### config.mk
export PLATFORM = sky130hd
export DESIGN_NAME = gyro_frame_parser
export DESIGN_NICKNAME = d
export VERILOG_FILES = /design/src/hdl/gfp_pkg.sv /design/src/hdl/gfp_intake.sv /design/src/hdl/gfp_yaw_comp.sv /design/src/hdl/gfp_stop_check.sv /design/src/hdl/gfp_out_buf.sv /design/src/hdl/gyro_frame_parser.sv
export VERILOG_INCLUDE_DIRS = /design/src /design/src/hdl
export SDC_FILE = /design/constraint.sdc
export NUM_CORES = 2
export LEC_CHECK = 0
export BUFFER_PORTS_ARGS = -buffer_cell sky130_fd_sc_hd__buf_2
export CORE_MARGIN = 4
export CORE_UTILIZATION = 65
export DETAILED_ROUTE_END_ITERATION = 10
export PLACE_DENSITY = 0.83
export SETUP_SLACK_MARGIN = 0.15
export SYNTH_ARGS = -nofsm -noshare
export SYNTH_HDL_FRONTEND = slang
export SYNTH_SLANG_ARGS = --single-unit
### constraint.sdc
create_clock -name clk -period 14.3 [get_ports clk]
set_input_delay 4.29 -clock clk [delete_from_list [all_inputs] [get_ports clk]]
set_output_delay 4.29 -clock clk [all_outputs]
set_load 0.1 [all_outputs]
### src/hdl/assert_macros.svh
// ----------------------------------------------------------------------------
// Assertion macros
// Clocked property checks shared by the gyro frame parser modules. Define
// SYNTH to compile them away.
// ----------------------------------------------------------------------------
`ifndef ASSERT_MACROS_SVH
`define ASSERT_MACROS_SVH

`ifndef SYNTH

// Check that prop holds at every rising clk edge outside reset.
`define ASSERT_CLK(label, clk, rst_n, prop) \
  label: assert property (@(posedge clk) disable iff (!rst_n) (prop)) \
    else $error("%m: property failed");

// Check that cond is never true at a rising clk edge outside reset.
`define ASSERT_NEVER(label, clk, rst_n, cond) \
  label: assert property (@(posedge clk) disable iff (!rst_n) !(cond)) \
    else $error("%m: forbidden condition seen");

`else

`define ASSERT_CLK(label, clk, rst_n, prop)
`define ASSERT_NEVER(label, clk, rst_n, cond)

`endif

`endif

### src/hdl/gfp_pkg.sv
// ----------------------------------------------------------------------------
// Gyro frame parser package
// Frame geometry, arithmetic constants, status and register codes, and the
// structures passed between the parser stages.
// ----------------------------------------------------------------------------
package gfp_pkg;

  // Frame geometry
  localparam int FRAME_BYTES = 16;
  localparam int POS_W       = $clog2(FRAME_BYTES);
  // Bytes 0..14 carry the header and the six measurement words
  localparam int STORE_BYTES = 15;
  localparam int STORE_IDX_W = $clog2(STORE_BYTES);

  localparam logic [7:0] HDR_BYTE = 8'hAA;

  // Yaw compensation constants
  localparam int WRAP_JUMP   = 30000;
  localparam int HALF_CIRCLE = 18000;
  localparam int FULL_CIRCLE = 36000;
  localparam int SCALE_EXTRA = 289;

  // Fraction of the extra scale: q = (r * RECIP_MULT) >> RECIP_SHIFT equals
  // floor(r / FULL_CIRCLE) for every r below 2**FRAC_W.
  localparam int          FRAC_W      = 24;
  localparam int          RECIP_W     = 25;
  localparam int          RECIP_SHIFT = 40;
  localparam int          QUOT_W      = 9;
  localparam logic [24:0] RECIP_MULT  = 25'd30541990;

  // Configuration port
  localparam int CFG_W     = 17;
  localparam int CFG_IDX_W = 3;

  typedef enum logic [CFG_IDX_W-1:0] {
    CFG_COMP_EN     = 3'd0,
    CFG_STOP_EN     = 3'd1,
    CFG_STOP_TARGET = 3'd2,
    CFG_HALF_TURN   = 3'd3,
    CFG_FULL_TURN   = 3'd4,
    CFG_STOP_TOL    = 3'd5
  } cfg_idx_t;

  typedef enum logic [1:0] {
    ST_GOOD       = 2'd0,
    ST_BAD_HEADER = 2'd1,
    ST_BAD_SUM    = 2'd2
  } status_t;

  typedef struct packed {
    logic               comp_en;
    logic               stop_en;
    logic signed [15:0] stop_target;
    logic [15:0]        half_turn;
    logic [16:0]        full_turn;
    logic [14:0]        stop_tol;
  } gfp_cfg_t;

  localparam gfp_cfg_t CFG_RESET = '{
    comp_en:     1'b1,
    stop_en:     1'b0,
    stop_target: 16'sd0,
    half_turn:   16'd18000,
    full_turn:   17'd36000,
    stop_tol:    15'd100
  };

  typedef struct packed {
    logic signed [15:0] yaw;
    logic signed [15:0] roll;
    logic signed [15:0] pitch;
    logic signed [15:0] accel_x;
    logic signed [15:0] accel_y;
    logic signed [15:0] accel_z;
  } meas_t;

  typedef struct packed {
    status_t status;
    meas_t   meas;
  } frame_job_t;

  typedef struct packed {
    status_t status;
    meas_t   meas;
    logic    turn_stop_hit;
  } frame_result_t;

endpackage

### src/hdl/gfp_intake.sv
// ----------------------------------------------------------------------------
// Gyro frame byte intake
// Tracks the byte position and running checksum, keeps the header and
// measurement bytes, and issues one frame job on the last byte of a frame.
// ----------------------------------------------------------------------------
`include "assert_macros.svh"

module gfp_intake import gfp_pkg::*; (
  input  logic       clk,
  input  logic       rst_n,
  input  logic       accept,
  input  logic [7:0] rx_byte,
  input  logic       frame_start,
  output logic       job_valid,
  output frame_job_t job
);

  localparam logic [POS_W-1:0] LAST_POS = POS_W'(FRAME_BYTES - 1);

  logic [POS_W-1:0] pos_r, pos_nxt, pos_eff;
  logic [7:0]       sum_r, sum_nxt, sum_base;
  logic [7:0]       bytes_r [STORE_BYTES];
  logic             is_last, hdr_ok, store_en;
  status_t          status;
  logic             job_valid_r, job_valid_nxt;
  frame_job_t       job_r, job_nxt;

  always_comb begin
    pos_eff  = frame_start ? '0 : pos_r;
    sum_base = (pos_eff == '0) ? 8'd0 : sum_r;
    is_last  = (pos_eff == LAST_POS);
    store_en = (pos_eff < POS_W'(STORE_BYTES));
    hdr_ok   = (bytes_r[0] == HDR_BYTE) && (bytes_r[1] == HDR_BYTE);

    // header failure takes priority over the checksum
    if (!hdr_ok) begin
      status = ST_BAD_HEADER;
    end else if (sum_base != rx_byte) begin
      status = ST_BAD_SUM;
    end else begin
      status = ST_GOOD;
    end

    pos_nxt = pos_r;
    sum_nxt = sum_r;
    if (accept) begin
      if (is_last) begin
        pos_nxt = '0;
        sum_nxt = 8'd0;
      end else begin
        pos_nxt = pos_eff + POS_W'(1);
        sum_nxt = (pos_eff >= POS_W'(2)) ? (sum_base + rx_byte) : sum_base;
      end
    end

    job_valid_nxt        = accept && is_last;
    job_nxt.status       = status;
    job_nxt.meas.yaw     = {bytes_r[4],  bytes_r[3]};
    job_nxt.meas.roll    = {bytes_r[6],  bytes_r[5]};
    job_nxt.meas.pitch   = {bytes_r[8],  bytes_r[7]};
    job_nxt.meas.accel_x = {bytes_r[10], bytes_r[9]};
    job_nxt.meas.accel_y = {bytes_r[12], bytes_r[11]};
    job_nxt.meas.accel_z = {bytes_r[14], bytes_r[13]};
  end

  always_ff @(posedge clk) begin
    if (!rst_n) begin
      pos_r       <= '0;
      sum_r       <= 8'd0;
      job_valid_r <= 1'b0;
    end else begin
      pos_r       <= pos_nxt;
      sum_r       <= sum_nxt;
      job_valid_r <= job_valid_nxt;
    end
  end

  always_ff @(posedge clk) begin
    if (accept && store_en) begin
      bytes_r[pos_eff[STORE_IDX_W-1:0]] <= rx_byte;
    end
    if (job_valid_nxt) begin
      job_r <= job_nxt;
    end
  end

  assign job_valid = job_valid_r;
  assign job       = job_r;

  // a job is only issued by the last byte, which wraps the position
  `ASSERT_CLK(a_job_wraps_pos, clk, rst_n, job_valid_r |-> ((pos_r == '0) && $past(accept)))

endmodule

### src/hdl/gfp_yaw_comp.sv
// ----------------------------------------------------------------------------
// Gyro yaw compensation pipeline
// Unwraps yaw with a half-turn counter, scales it by 36289/36000 toward zero
// and folds it back to the half circle, in four register stages.
// ----------------------------------------------------------------------------
`include "assert_macros.svh"

module gfp_yaw_comp import gfp_pkg::*; (
  input  logic       clk,
  input  logic       rst_n,
  input  logic       comp_en,
  input  logic       in_valid,
  input  frame_job_t in_job,
  output logic       out_valid,
  output frame_job_t out_job,
  output logic [2:0] busy_cnt
);

  localparam logic signed [17:0] WRAP_LIM  = 18'(WRAP_JUMP);
  localparam logic signed [16:0] HALF17    = 17'(HALF_CIRCLE);
  localparam logic signed [16:0] FULL17    = 17'(FULL_CIRCLE);
  localparam logic signed [17:0] HALF18    = 18'(HALF_CIRCLE);
  localparam logic signed [17:0] FULL18    = 18'(FULL_CIRCLE);
  localparam logic [FRAC_W-1:0]  SCALE_MUL = FRAC_W'(SCALE_EXTRA);

  // unwrap state
  logic signed [15:0] prev_r;
  logic [7:0]         cnt_r, cnt_nxt;
  logic               upd;
  logic signed [17:0] diff;
  logic signed [16:0] yaw17, yaw_adj;

  // stage registers
  logic               c1_valid_r, c2_valid_r, c3_valid_r, c4_valid_r;
  frame_job_t         c1_job_r, c2_job_r, c3_job_r, c4_job_r, c4_job_nxt;
  logic               c1_comp_r, c2_comp_r, c3_comp_r;
  logic signed [16:0] c1_yaw_r, c2_yaw_r, c3_yaw_r;
  logic [FRAC_W-1:0]  c2_frac_r, frac_nxt;
  logic [QUOT_W-1:0]  c3_q_r, q_nxt;

  logic [16:0]                   mag17;
  logic [FRAC_W+RECIP_W-1:0]     recip_prod;
  logic signed [17:0]            yaw_ext, q_ext, scaled;

  // stage 1: unwrap
  always_comb begin
    upd   = in_valid && (in_job.status == ST_GOOD) && comp_en;
    diff  = {{2{in_job.meas.yaw[15]}}, in_job.meas.yaw} - {{2{prev_r[15]}}, prev_r};
    yaw17 = {in_job.meas.yaw[15], in_job.meas.yaw};

    cnt_nxt = cnt_r;
    if (diff < -WRAP_LIM) begin
      cnt_nxt = cnt_r - 8'd1;
    end else if (diff > WRAP_LIM) begin
      cnt_nxt = cnt_r + 8'd1;
    end

    yaw_adj = yaw17;
    if (comp_en) begin
      if (cnt_nxt[7] && (yaw17 < -HALF17)) begin
        yaw_adj = yaw17 + FULL17;
      end else if (!cnt_nxt[7] && (cnt_nxt != 8'd0) && (yaw17 > HALF17)) begin
        yaw_adj = yaw17 - FULL17;
      end
    end
  end

  // stage 2: extra-scale product on the magnitude
  always_comb begin
    mag17    = c1_yaw_r[16] ? (17'd0 - c1_yaw_r) : c1_yaw_r;
    frac_nxt = {{(FRAC_W-16){1'b0}}, mag17[15:0]} * SCALE_MUL;
  end

  // stage 3: divide the product by the full circle through its reciprocal
  always_comb begin
    recip_prod = {{RECIP_W{1'b0}}, c2_frac_r} * {{FRAC_W{1'b0}}, RECIP_MULT};
    q_nxt      = recip_prod[RECIP_SHIFT +: QUOT_W];
  end

  // stage 4: add the quotient to the magnitude and fold once
  always_comb begin
    yaw_ext = {c3_yaw_r[16], c3_yaw_r};
    q_ext   = {{(18-QUOT_W){1'b0}}, c3_q_r};
    scaled  = c3_yaw_r[16] ? (yaw_ext - q_ext) : (yaw_ext + q_ext);
    if (scaled > HALF18) begin
      scaled = scaled - FULL18;
    end else if (scaled < -HALF18) begin
      scaled = scaled + FULL18;
    end
    c4_job_nxt          = c3_job_r;
    c4_job_nxt.meas.yaw = c3_comp_r ? scaled[15:0] : c3_yaw_r[15:0];
  end

  always_ff @(posedge clk) begin
    if (!rst_n) begin
      prev_r     <= 16'sd0;
      cnt_r      <= 8'd0;
      c1_valid_r <= 1'b0;
      c2_valid_r <= 1'b0;
      c3_valid_r <= 1'b0;
      c4_valid_r <= 1'b0;
    end else begin
      if (upd) begin
        prev_r <= in_job.meas.yaw;
        cnt_r  <= cnt_nxt;
      end
      c1_valid_r <= in_valid;
      c2_valid_r <= c1_valid_r;
      c3_valid_r <= c2_valid_r;
      c4_valid_r <= c3_valid_r;
    end
  end

  always_ff @(posedge clk) begin
    c1_job_r  <= in_job;
    c1_yaw_r  <= yaw_adj;
    c1_comp_r <= comp_en;
    c2_job_r  <= c1_job_r;
    c2_yaw_r  <= c1_yaw_r;
    c2_comp_r <= c1_comp_r;
    c2_frac_r <= frac_nxt;
    c3_job_r  <= c2_job_r;
    c3_yaw_r  <= c2_yaw_r;
    c3_comp_r <= c2_comp_r;
    c3_q_r    <= q_nxt;
    c4_job_r  <= c4_job_nxt;
  end

  assign out_valid = c4_valid_r;
  assign out_job   = c4_job_r;
  assign busy_cnt  = {2'b00, c1_valid_r} + {2'b00, c2_valid_r}
                   + {2'b00, c3_valid_r} + {2'b00, c4_valid_r};

  // unwrap state moves only for a good frame with compensation on
  `ASSERT_CLK(a_cnt_hold, clk, rst_n, (cnt_r != $past(cnt_r)) |-> $past(upd))
  // compensated yaw always lands inside the half circle
  `ASSERT_CLK(a_yaw_folded, clk, rst_n, (c3_valid_r && c3_comp_r) |=> ((c4_job_r.meas.yaw >= -16'sd18000) && (c4_job_r.meas.yaw <= 16'sd18000)))

endmodule

### src/hdl/gfp_stop_check.sv
// ----------------------------------------------------------------------------
// Gyro turn stop check and measurement hold
// Keeps the last good measurements and flags yaw within tolerance of the
// stop target for good frames.
// ----------------------------------------------------------------------------
`include "assert_macros.svh"

module gfp_stop_check import gfp_pkg::*; (
  input  logic          clk,
  input  logic          rst_n,
  input  gfp_cfg_t      cfg,
  input  logic          in_valid,
  input  frame_job_t    in_job,
  output logic          res_valid,
  output frame_result_t res
);

  meas_t              held_r;
  logic               good;
  logic signed [16:0] d;
  logic [16:0]        dabs;
  logic signed [17:0] dfold;
  logic               hit;

  always_comb begin
    good = (in_job.status == ST_GOOD);
    d    = {in_job.meas.yaw[15], in_job.meas.yaw} - {cfg.stop_target[15], cfg.stop_target};
    dabs = d[16] ? (17'd0 - d) : d;
    // fold the distance across the turn; it may go negative
    if (dabs > {1'b0, cfg.half_turn}) begin
      dfold = {1'b0, cfg.full_turn} - {1'b0, dabs};
    end else begin
      dfold = {1'b0, dabs};
    end
    hit = cfg.stop_en && good && (dfold < $signed({3'b000, cfg.stop_tol}));

    res.status        = in_job.status;
    res.meas          = good ? in_job.meas : held_r;
    res.turn_stop_hit = hit;
  end

  always_ff @(posedge clk) begin
    if (!rst_n) begin
      held_r <= '0;
    end else if (in_valid && good) begin
      held_r <= in_job.meas;
    end
  end

  assign res_valid = in_valid;

  // held values change only on a good frame
  `ASSERT_CLK(a_held_on_good, clk, rst_n, (held_r != $past(held_r)) |-> $past(in_valid && (in_job.status == ST_GOOD)))

endmodule

### src/hdl/gfp_out_buf.sv
// ----------------------------------------------------------------------------
// Gyro result output buffer
// Two-entry output register with skid stage for frame results.
// ----------------------------------------------------------------------------
`include "assert_macros.svh"

module gfp_out_buf import gfp_pkg::*; (
  input  logic          clk,
  input  logic          rst_n,
  input  logic          push,
  input  frame_result_t push_data,
  input  logic          out_stall,
  output logic          out_valid,
  output frame_result_t out_data,
  output logic [1:0]    count
);

  logic          head_valid_r, head_valid_nxt;
  logic          skid_valid_r, skid_valid_nxt;
  frame_result_t head_r, head_nxt;
  frame_result_t skid_r, skid_nxt;
  logic          pop;

  always_comb begin
    pop            = head_valid_r && !out_stall;
    head_valid_nxt = head_valid_r;
    head_nxt       = head_r;
    skid_valid_nxt = skid_valid_r;
    skid_nxt       = skid_r;
    if (pop) begin
      if (skid_valid_r) begin
        head_nxt       = skid_r;
        skid_valid_nxt = push;
        skid_nxt       = push_data;
      end else begin
        head_valid_nxt = push;
        head_nxt       = push_data;
      end
    end else if (push) begin
      if (head_valid_r) begin
        skid_valid_nxt = 1'b1;
        skid_nxt       = push_data;
      end else begin
        head_valid_nxt = 1'b1;
        head_nxt       = push_data;
      end
    end
  end

  always_ff @(posedge clk) begin
    if (!rst_n) begin
      head_valid_r <= 1'b0;
      skid_valid_r <= 1'b0;
    end else begin
      head_valid_r <= head_valid_nxt;
      skid_valid_r <= skid_valid_nxt;
    end
  end

  always_ff @(posedge clk) begin
    head_r <= head_nxt;
    skid_r <= skid_nxt;
  end

  assign out_valid = head_valid_r;
  assign out_data  = head_r;
  assign count     = {1'b0, head_valid_r} + {1'b0, skid_valid_r};

  `ASSERT_NEVER(a_no_overflow, clk, rst_n, push && skid_valid_r && !pop)
  `ASSERT_CLK(a_skid_behind_head, clk, rst_n, skid_valid_r |-> head_valid_r)

endmodule

### src/hdl/gyro_frame_parser.sv
// ----------------------------------------------------------------------------
// Gyro frame parser
// A result passes the intake job register, the yaw compensation stages and the output buffer head.
// Throughput: one byte per cycle while in_stall is low; one result per frame, and a buffered
// pair may leave back to back. in_stall is high while two results are buffered or in flight.
// Synchronous reset restores register defaults and clears position, checksum,
// yaw unwrap state, held measurements and all pipeline valids.
// ----------------------------------------------------------------------------
module gyro_frame_parser import gfp_pkg::*; (
  input  logic                 clk,
  input  logic                 rst_n,

  // byte input channel
  input  logic                 in_valid,
  output logic                 in_stall,
  input  logic [7:0]           in_rx_byte,
  input  logic                 in_frame_start,

  // result channel
  output logic                 out_valid,
  input  logic                 out_stall,
  output logic [1:0]           out_frame_status,
  output logic signed [15:0]   out_yaw_angle,
  output logic signed [15:0]   out_roll_angle,
  output logic signed [15:0]   out_pitch_angle,
  output logic signed [15:0]   out_accel_x,
  output logic signed [15:0]   out_accel_y,
  output logic signed [15:0]   out_accel_z,
  output logic                 out_turn_stop_hit,

  // configuration write port
  input  logic                 cfg_we,
  input  logic [CFG_IDX_W-1:0] cfg_index,
  input  logic [CFG_W-1:0]     cfg_wdata
);

  gfp_cfg_t      cfg_r, cfg_nxt;
  logic          in_accept;
  logic          job_valid;
  frame_job_t    job;
  logic          comp_valid;
  frame_job_t    comp_job;
  logic [2:0]    comp_busy;
  logic          res_valid;
  frame_result_t res;
  frame_result_t out_data;
  logic [1:0]    buf_cnt;
  logic [2:0]    inflight;

  // Configuration registers. Writes to indexes past the list are dropped.
  always_comb begin
    cfg_nxt = cfg_r;
    if (cfg_we) begin
      case (cfg_index)
        CFG_COMP_EN:     cfg_nxt.comp_en     = cfg_wdata[0];
        CFG_STOP_EN:     cfg_nxt.stop_en     = cfg_wdata[0];
        CFG_STOP_TARGET: cfg_nxt.stop_target = cfg_wdata[15:0];
        CFG_HALF_TURN:   cfg_nxt.half_turn   = cfg_wdata[15:0];
        CFG_FULL_TURN:   cfg_nxt.full_turn   = cfg_wdata[16:0];
        CFG_STOP_TOL:    cfg_nxt.stop_tol    = cfg_wdata[14:0];
        default:         cfg_nxt             = cfg_r;
      endcase
    end
  end

  always_ff @(posedge clk) begin
    if (!rst_n) begin
      cfg_r <= CFG_RESET;
    end else begin
      cfg_r <= cfg_nxt;
    end
  end

  // Flow control: the pipeline behind the intake never stalls, so every
  // frame job in flight must already own a slot in the two-entry output
  // buffer. Hold off input once two results are buffered or on their way.
  // Only a last byte can create a job, and jobs are at least a frame apart,
  // so while results drain normally the input never stalls.
  assign inflight  = {2'b00, job_valid} + comp_busy + {1'b0, buf_cnt};
  assign in_stall  = (inflight >= 3'd2);
  assign in_accept = in_valid && !in_stall;

  // Byte intake: position, checksum, byte capture, frame status.
  gfp_intake u_intake (
    .clk         (clk),
    .rst_n       (rst_n),
    .accept      (in_accept),
    .rx_byte     (in_rx_byte),
    .frame_start (in_frame_start),
    .job_valid   (job_valid),
    .job         (job)
  );

  // Yaw unwrap, scale and fold while compensation is on; only good frames move the unwrap state.
  gfp_yaw_comp u_yaw_comp (
    .clk       (clk),
    .rst_n     (rst_n),
    .comp_en   (cfg_r.comp_en),
    .in_valid  (job_valid),
    .in_job    (job),
    .out_valid (comp_valid),
    .out_job   (comp_job),
    .busy_cnt  (comp_busy)
  );

  // Turn stop flag and last-good measurement hold.
  gfp_stop_check u_stop_check (
    .clk       (clk),
    .rst_n     (rst_n),
    .cfg       (cfg_r),
    .in_valid  (comp_valid),
    .in_job    (comp_job),
    .res_valid (res_valid),
    .res       (res)
  );

  // Output register plus skid stage toward the result channel.
  gfp_out_buf u_out_buf (
    .clk       (clk),
    .rst_n     (rst_n),
    .push      (res_valid),
    .push_data (res),
    .out_stall (out_stall),
    .out_valid (out_valid),
    .out_data  (out_data),
    .count     (buf_cnt)
  );

  // Unpack the result transfer onto the field ports.
  assign out_frame_status  = out_data.status;
  assign out_yaw_angle     = out_data.meas.yaw;
  assign out_roll_angle    = out_data.meas.roll;
  assign out_pitch_angle   = out_data.meas.pitch;
  assign out_accel_x       = out_data.meas.accel_x;
  assign out_accel_y       = out_data.meas.accel_y;
  assign out_accel_z       = out_data.meas.accel_z;
  assign out_turn_stop_hit = out_data.turn_stop_hit;

endmodule
==> results.cfg <==
[placed_design]
pre_cts_slack_ps = 6660
hpwlAfterDp_um = 61800
place_congestion = 0.912
port_buffers = 134

[pwr]
cellInternalPower_w = 0.00573
netSwitchingFraction = 0.310
switching_power_w = 0.00258
comb_power_share = 0.309
clock_power_share = 0.308
power_w = 0.00831
power_frac_seq = 0.383
power.density_nw_per_um2 = 162
leakagePower_nw = 20.9
vdd.ir_drop.worst_mv = 0.152

[clocking]
cts_setup_buffers = 0
clk_pin_slew_worst_paths_ps = 70
cts.sinks = 1043
cts_tree = built
insertion_delay_ps = 680
cts_hold_buf = 0
cts_buffers = 93
cts.path.max_buffers = 3
root_buffer = clkbuf_16
post_cts_resized = 0
htreeDepth = 3

[global_route]
antenna_found_initial = 4
use_met3 = 0.0418
grt_max_degree = 121
gr-max-usage-layer = met2
grt_overflow_total = 0
grt_pass1_vias = 28700
grt_util_met2 = 0.425
grtUsageMet1 = 0.344
track_usage = 0.254
grt_pass1_wl_um = 153000

[sta]
maxSlewViolCount = 0
setup-violations-final = 0
fin_crit_sh = 0.555
setup_tns_ps = 0
fmax_mhz = 126
period_minus_slack_ps = 7930
rsz0062_at_grt = false
hold_ws_ps = 294
setup_slack_ps = 6370
slew_headroom = 0.202
skew_ps = 56.5
hold_viol_final = 0
tightest_slew_ps = 1190

[worst_setup_path]
path_depth = 8
critPathBufInv = 2
crit_path_frequent_cell = fa_1
arrival_ps = 3640
cp-end-kind = output pin
crit_family = adder cells
worstRegToRegCells = 41
slowest_delay_ps = 570
required_ps = 10010
start_kind = flop
reg2reg_to = u_out_buf.out_data[0]
worst_path_max_delay_cell = fa_1
rr_startpoint = u_yaw_comp.out_job[80]
crit_type = reg2out
crit_fanout = 5
reg2reg_slack_ps = 6550
worstPathCellList = inv_1 > fa_1 > fa_1 > nand2b_1 > fa_1 > xor2_1 > nand2_1 > buf_2

[finish]
drive_gt1_frac = 0.133
nets = 4543
area.growth.synth_to_final_pct = 10.5

[routing]
drtPass1Iterations = 6
drc = 0
ant_nets = 0
wl_um = 96400
via_count = 28600
wire_per_inst_um = 19.5
vias_per_cell = 5.77
drt-initial-drc-count = 2246

[worst_hold_path]
hold_path.class = reg2reg
min_delay_worst_endpoint = u_yaw_comp.c2_job_r[32]
holdCritStartpoint = u_yaw_comp.c1_job_r[32]
hold_path_depth = 0

[yosys]
synth_cell_types = 70
synth-seq-cells = 1043
ys_warn_count = 0
syn_nets = 4413
synthArstFlopShare = 0
synth_top_flop_cell = dfxtp_1
synth.top_cells.by_area = dfxtp_1 (27%), edfxtp_1 (26%), ha_1 (11%), fa_1 (7.1%), mux2_2 (5.0%)
avgSynthCellArea_um2 = 12.2
yosysSeqAreaShare = 0.537
synth_top_cell_by_area = dfxtp_1
netlist.area_leader.share = 0.274
synth_edf_count = 408
synth.cell_area_um2 = 46500
synth_cells = 3801

[die]
start_util = 0.660
die-area_um2 = 75800
die_w_um = 275
die_height_um = 275
rows = 97
num_io_pins = 135
design.core.area_um2 = 70400

[run_status]
status = finished, final reports clean

[job]
max-cap-violations = 0
## cells in the mapped netlist (13+ instances only)
cell type / count
mux2_2: 205
inv_1: 248
a21o_1: 46
a211oi_1: 18
a31oi_1: 14
nand2_1: 449
mux2i_1: 14
edfxtp_1: 408
o22ai_1: 14
nor3_1: 43
o21bai_1: 16
nand2b_1: 24
o211ai_1: 20
a21boi_0: 178
nor2_1: 113
xnor2_1: 88
and2_1: 39
dfxtp_1: 635
xor2_1: 37
o21ai_0: 102
and3_1: 13
or3_1: 32
a21oi_1: 93
fa_1: 164
nand4_1: 15
nor2b_1: 35
ha_1: 414
o21a_1: 27
nand3_1: 38
clkbuf_1: 107
## cells by family (layout without fill, tap and decap cells)
kind of cell,count (synthesis),count (layout),synth area share
flops,1043,1043,0.537
simple gates,845,845,0.0825
compound gates,625,625,0.0922
fa+ha+maj,578,578,0.182
buf+inv,366,576,0.0297
mux,219,219,0.0527
xor+xnor,125,125,0.0236
other cells,0,3,0
## flip-flops by register name, summed over array words and instances (netlist names), 23 cells and up
name,count
cfg_r,66
u_intake.bytes_r,112
u_intake.job,98
u_out_buf.out_data,99
u_out_buf.skid_r,99
u_stop_check.held_r,96
u_yaw_comp.c1_job_r,82
u_yaw_comp.c2_frac_r,23
u_yaw_comp.c2_job_r,82
u_yaw_comp.c3_job_r,82
u_yaw_comp.out_job,98
## worst register-to-register path: cells and delay by family, from the launching register on
| family | cells | cell delay [ps] |
|---|---|---|
| and+or+nand+nor | 5 | 420 |
| AOI/OAI and AO/OA | 27 | 5150 |
| DFF | 1 | 320 |
| buffers and inverters | 4 | 540 |
| muxes | 1 | 230 |
| adders and majority gates | 4 | 970 |
## worst max-delay path by stage
stage,slack (ps),to,startpoint
5_1_grt,5940,u_out_buf.out_data[0],u_yaw_comp.out_job[80]
3_3_place_gp,6750,u_out_buf.out_data[0],cfg_r[50]
4_1_cts,6350,in_stall,u_yaw_comp.out_valid
2_1_floorplan,4590,u_intake.job[0],in_frame_start
3_5_place_dp,6660,u_out_buf.out_data[0],cfg_r[50]
6_report,6370,in_stall,u_yaw_comp.out_valid
## power groups by stage
stage	registers [W]	logic (W)	clock network [W]
global route	0.00318	0.00295	0.00272
detailed placement	0.00324	0.00254	0
finish	0.00318	0.00257	0.00256
floorplan	0.00322	0.00199	0
global placement	0.00324	0.00247	0
CTS	0.00318	0.00257	0.00259
## placed cells by master (no fill, tap or decap), types with 35 or more instances in the layout
master / count
inv_1: 248
a21o_1: 46
nor2b_1: 35
nor3_1: 41
buf_2: 133
and2_1: 39
xnor2_1: 88
mux2_2: 205
nor2_1: 110
dfxtp_1: 635
edfxtp_1: 408
ha_1: 414
clkbuf_16: 97
a21oi_1: 93
o21ai_0: 102
a21boi_0: 178
nand2_1: 448
fa_1: 164
xor2_1: 37
nand3_1: 38
## area by class of cell
class                      count  area (µm²)
timing repair buffer         153         816
inverter                     248         931
sequential                  1043       25000
fill                        4383       19000
antenna                        3        7.51
multi-input combinational   2392       20200
tap                          940        1180
clock buffer                 140        2800
clock inverter                35         454
## per-stage QoR
| step | instance area [µm²] | util | std cells |
|---|---|---|---|
| final | 51300 | 0.729 | 4954 |
| after global routing | 51300 | 0.729 | 4953 |
| after CTS | 51300 | 0.729 | 4951 |
| after detailed placement | 48100 | 0.683 | 4776 |
| after global placement | 48100 | 0.683 | 4776 |
| after floorplan | 46500 | - | 3801 |
## per-layer routing
| metal | wire, µm | part of all wire |
|---|---|---|
| met5 | 0 | 0 |
| met4 | 2660 | 0.028 |
| met3 | 5810 | 0.060 |
| met2 | 46500 | 0.48 |
| met1 | 41400 | 0.43 |
(Power assumes the default switching activity.)
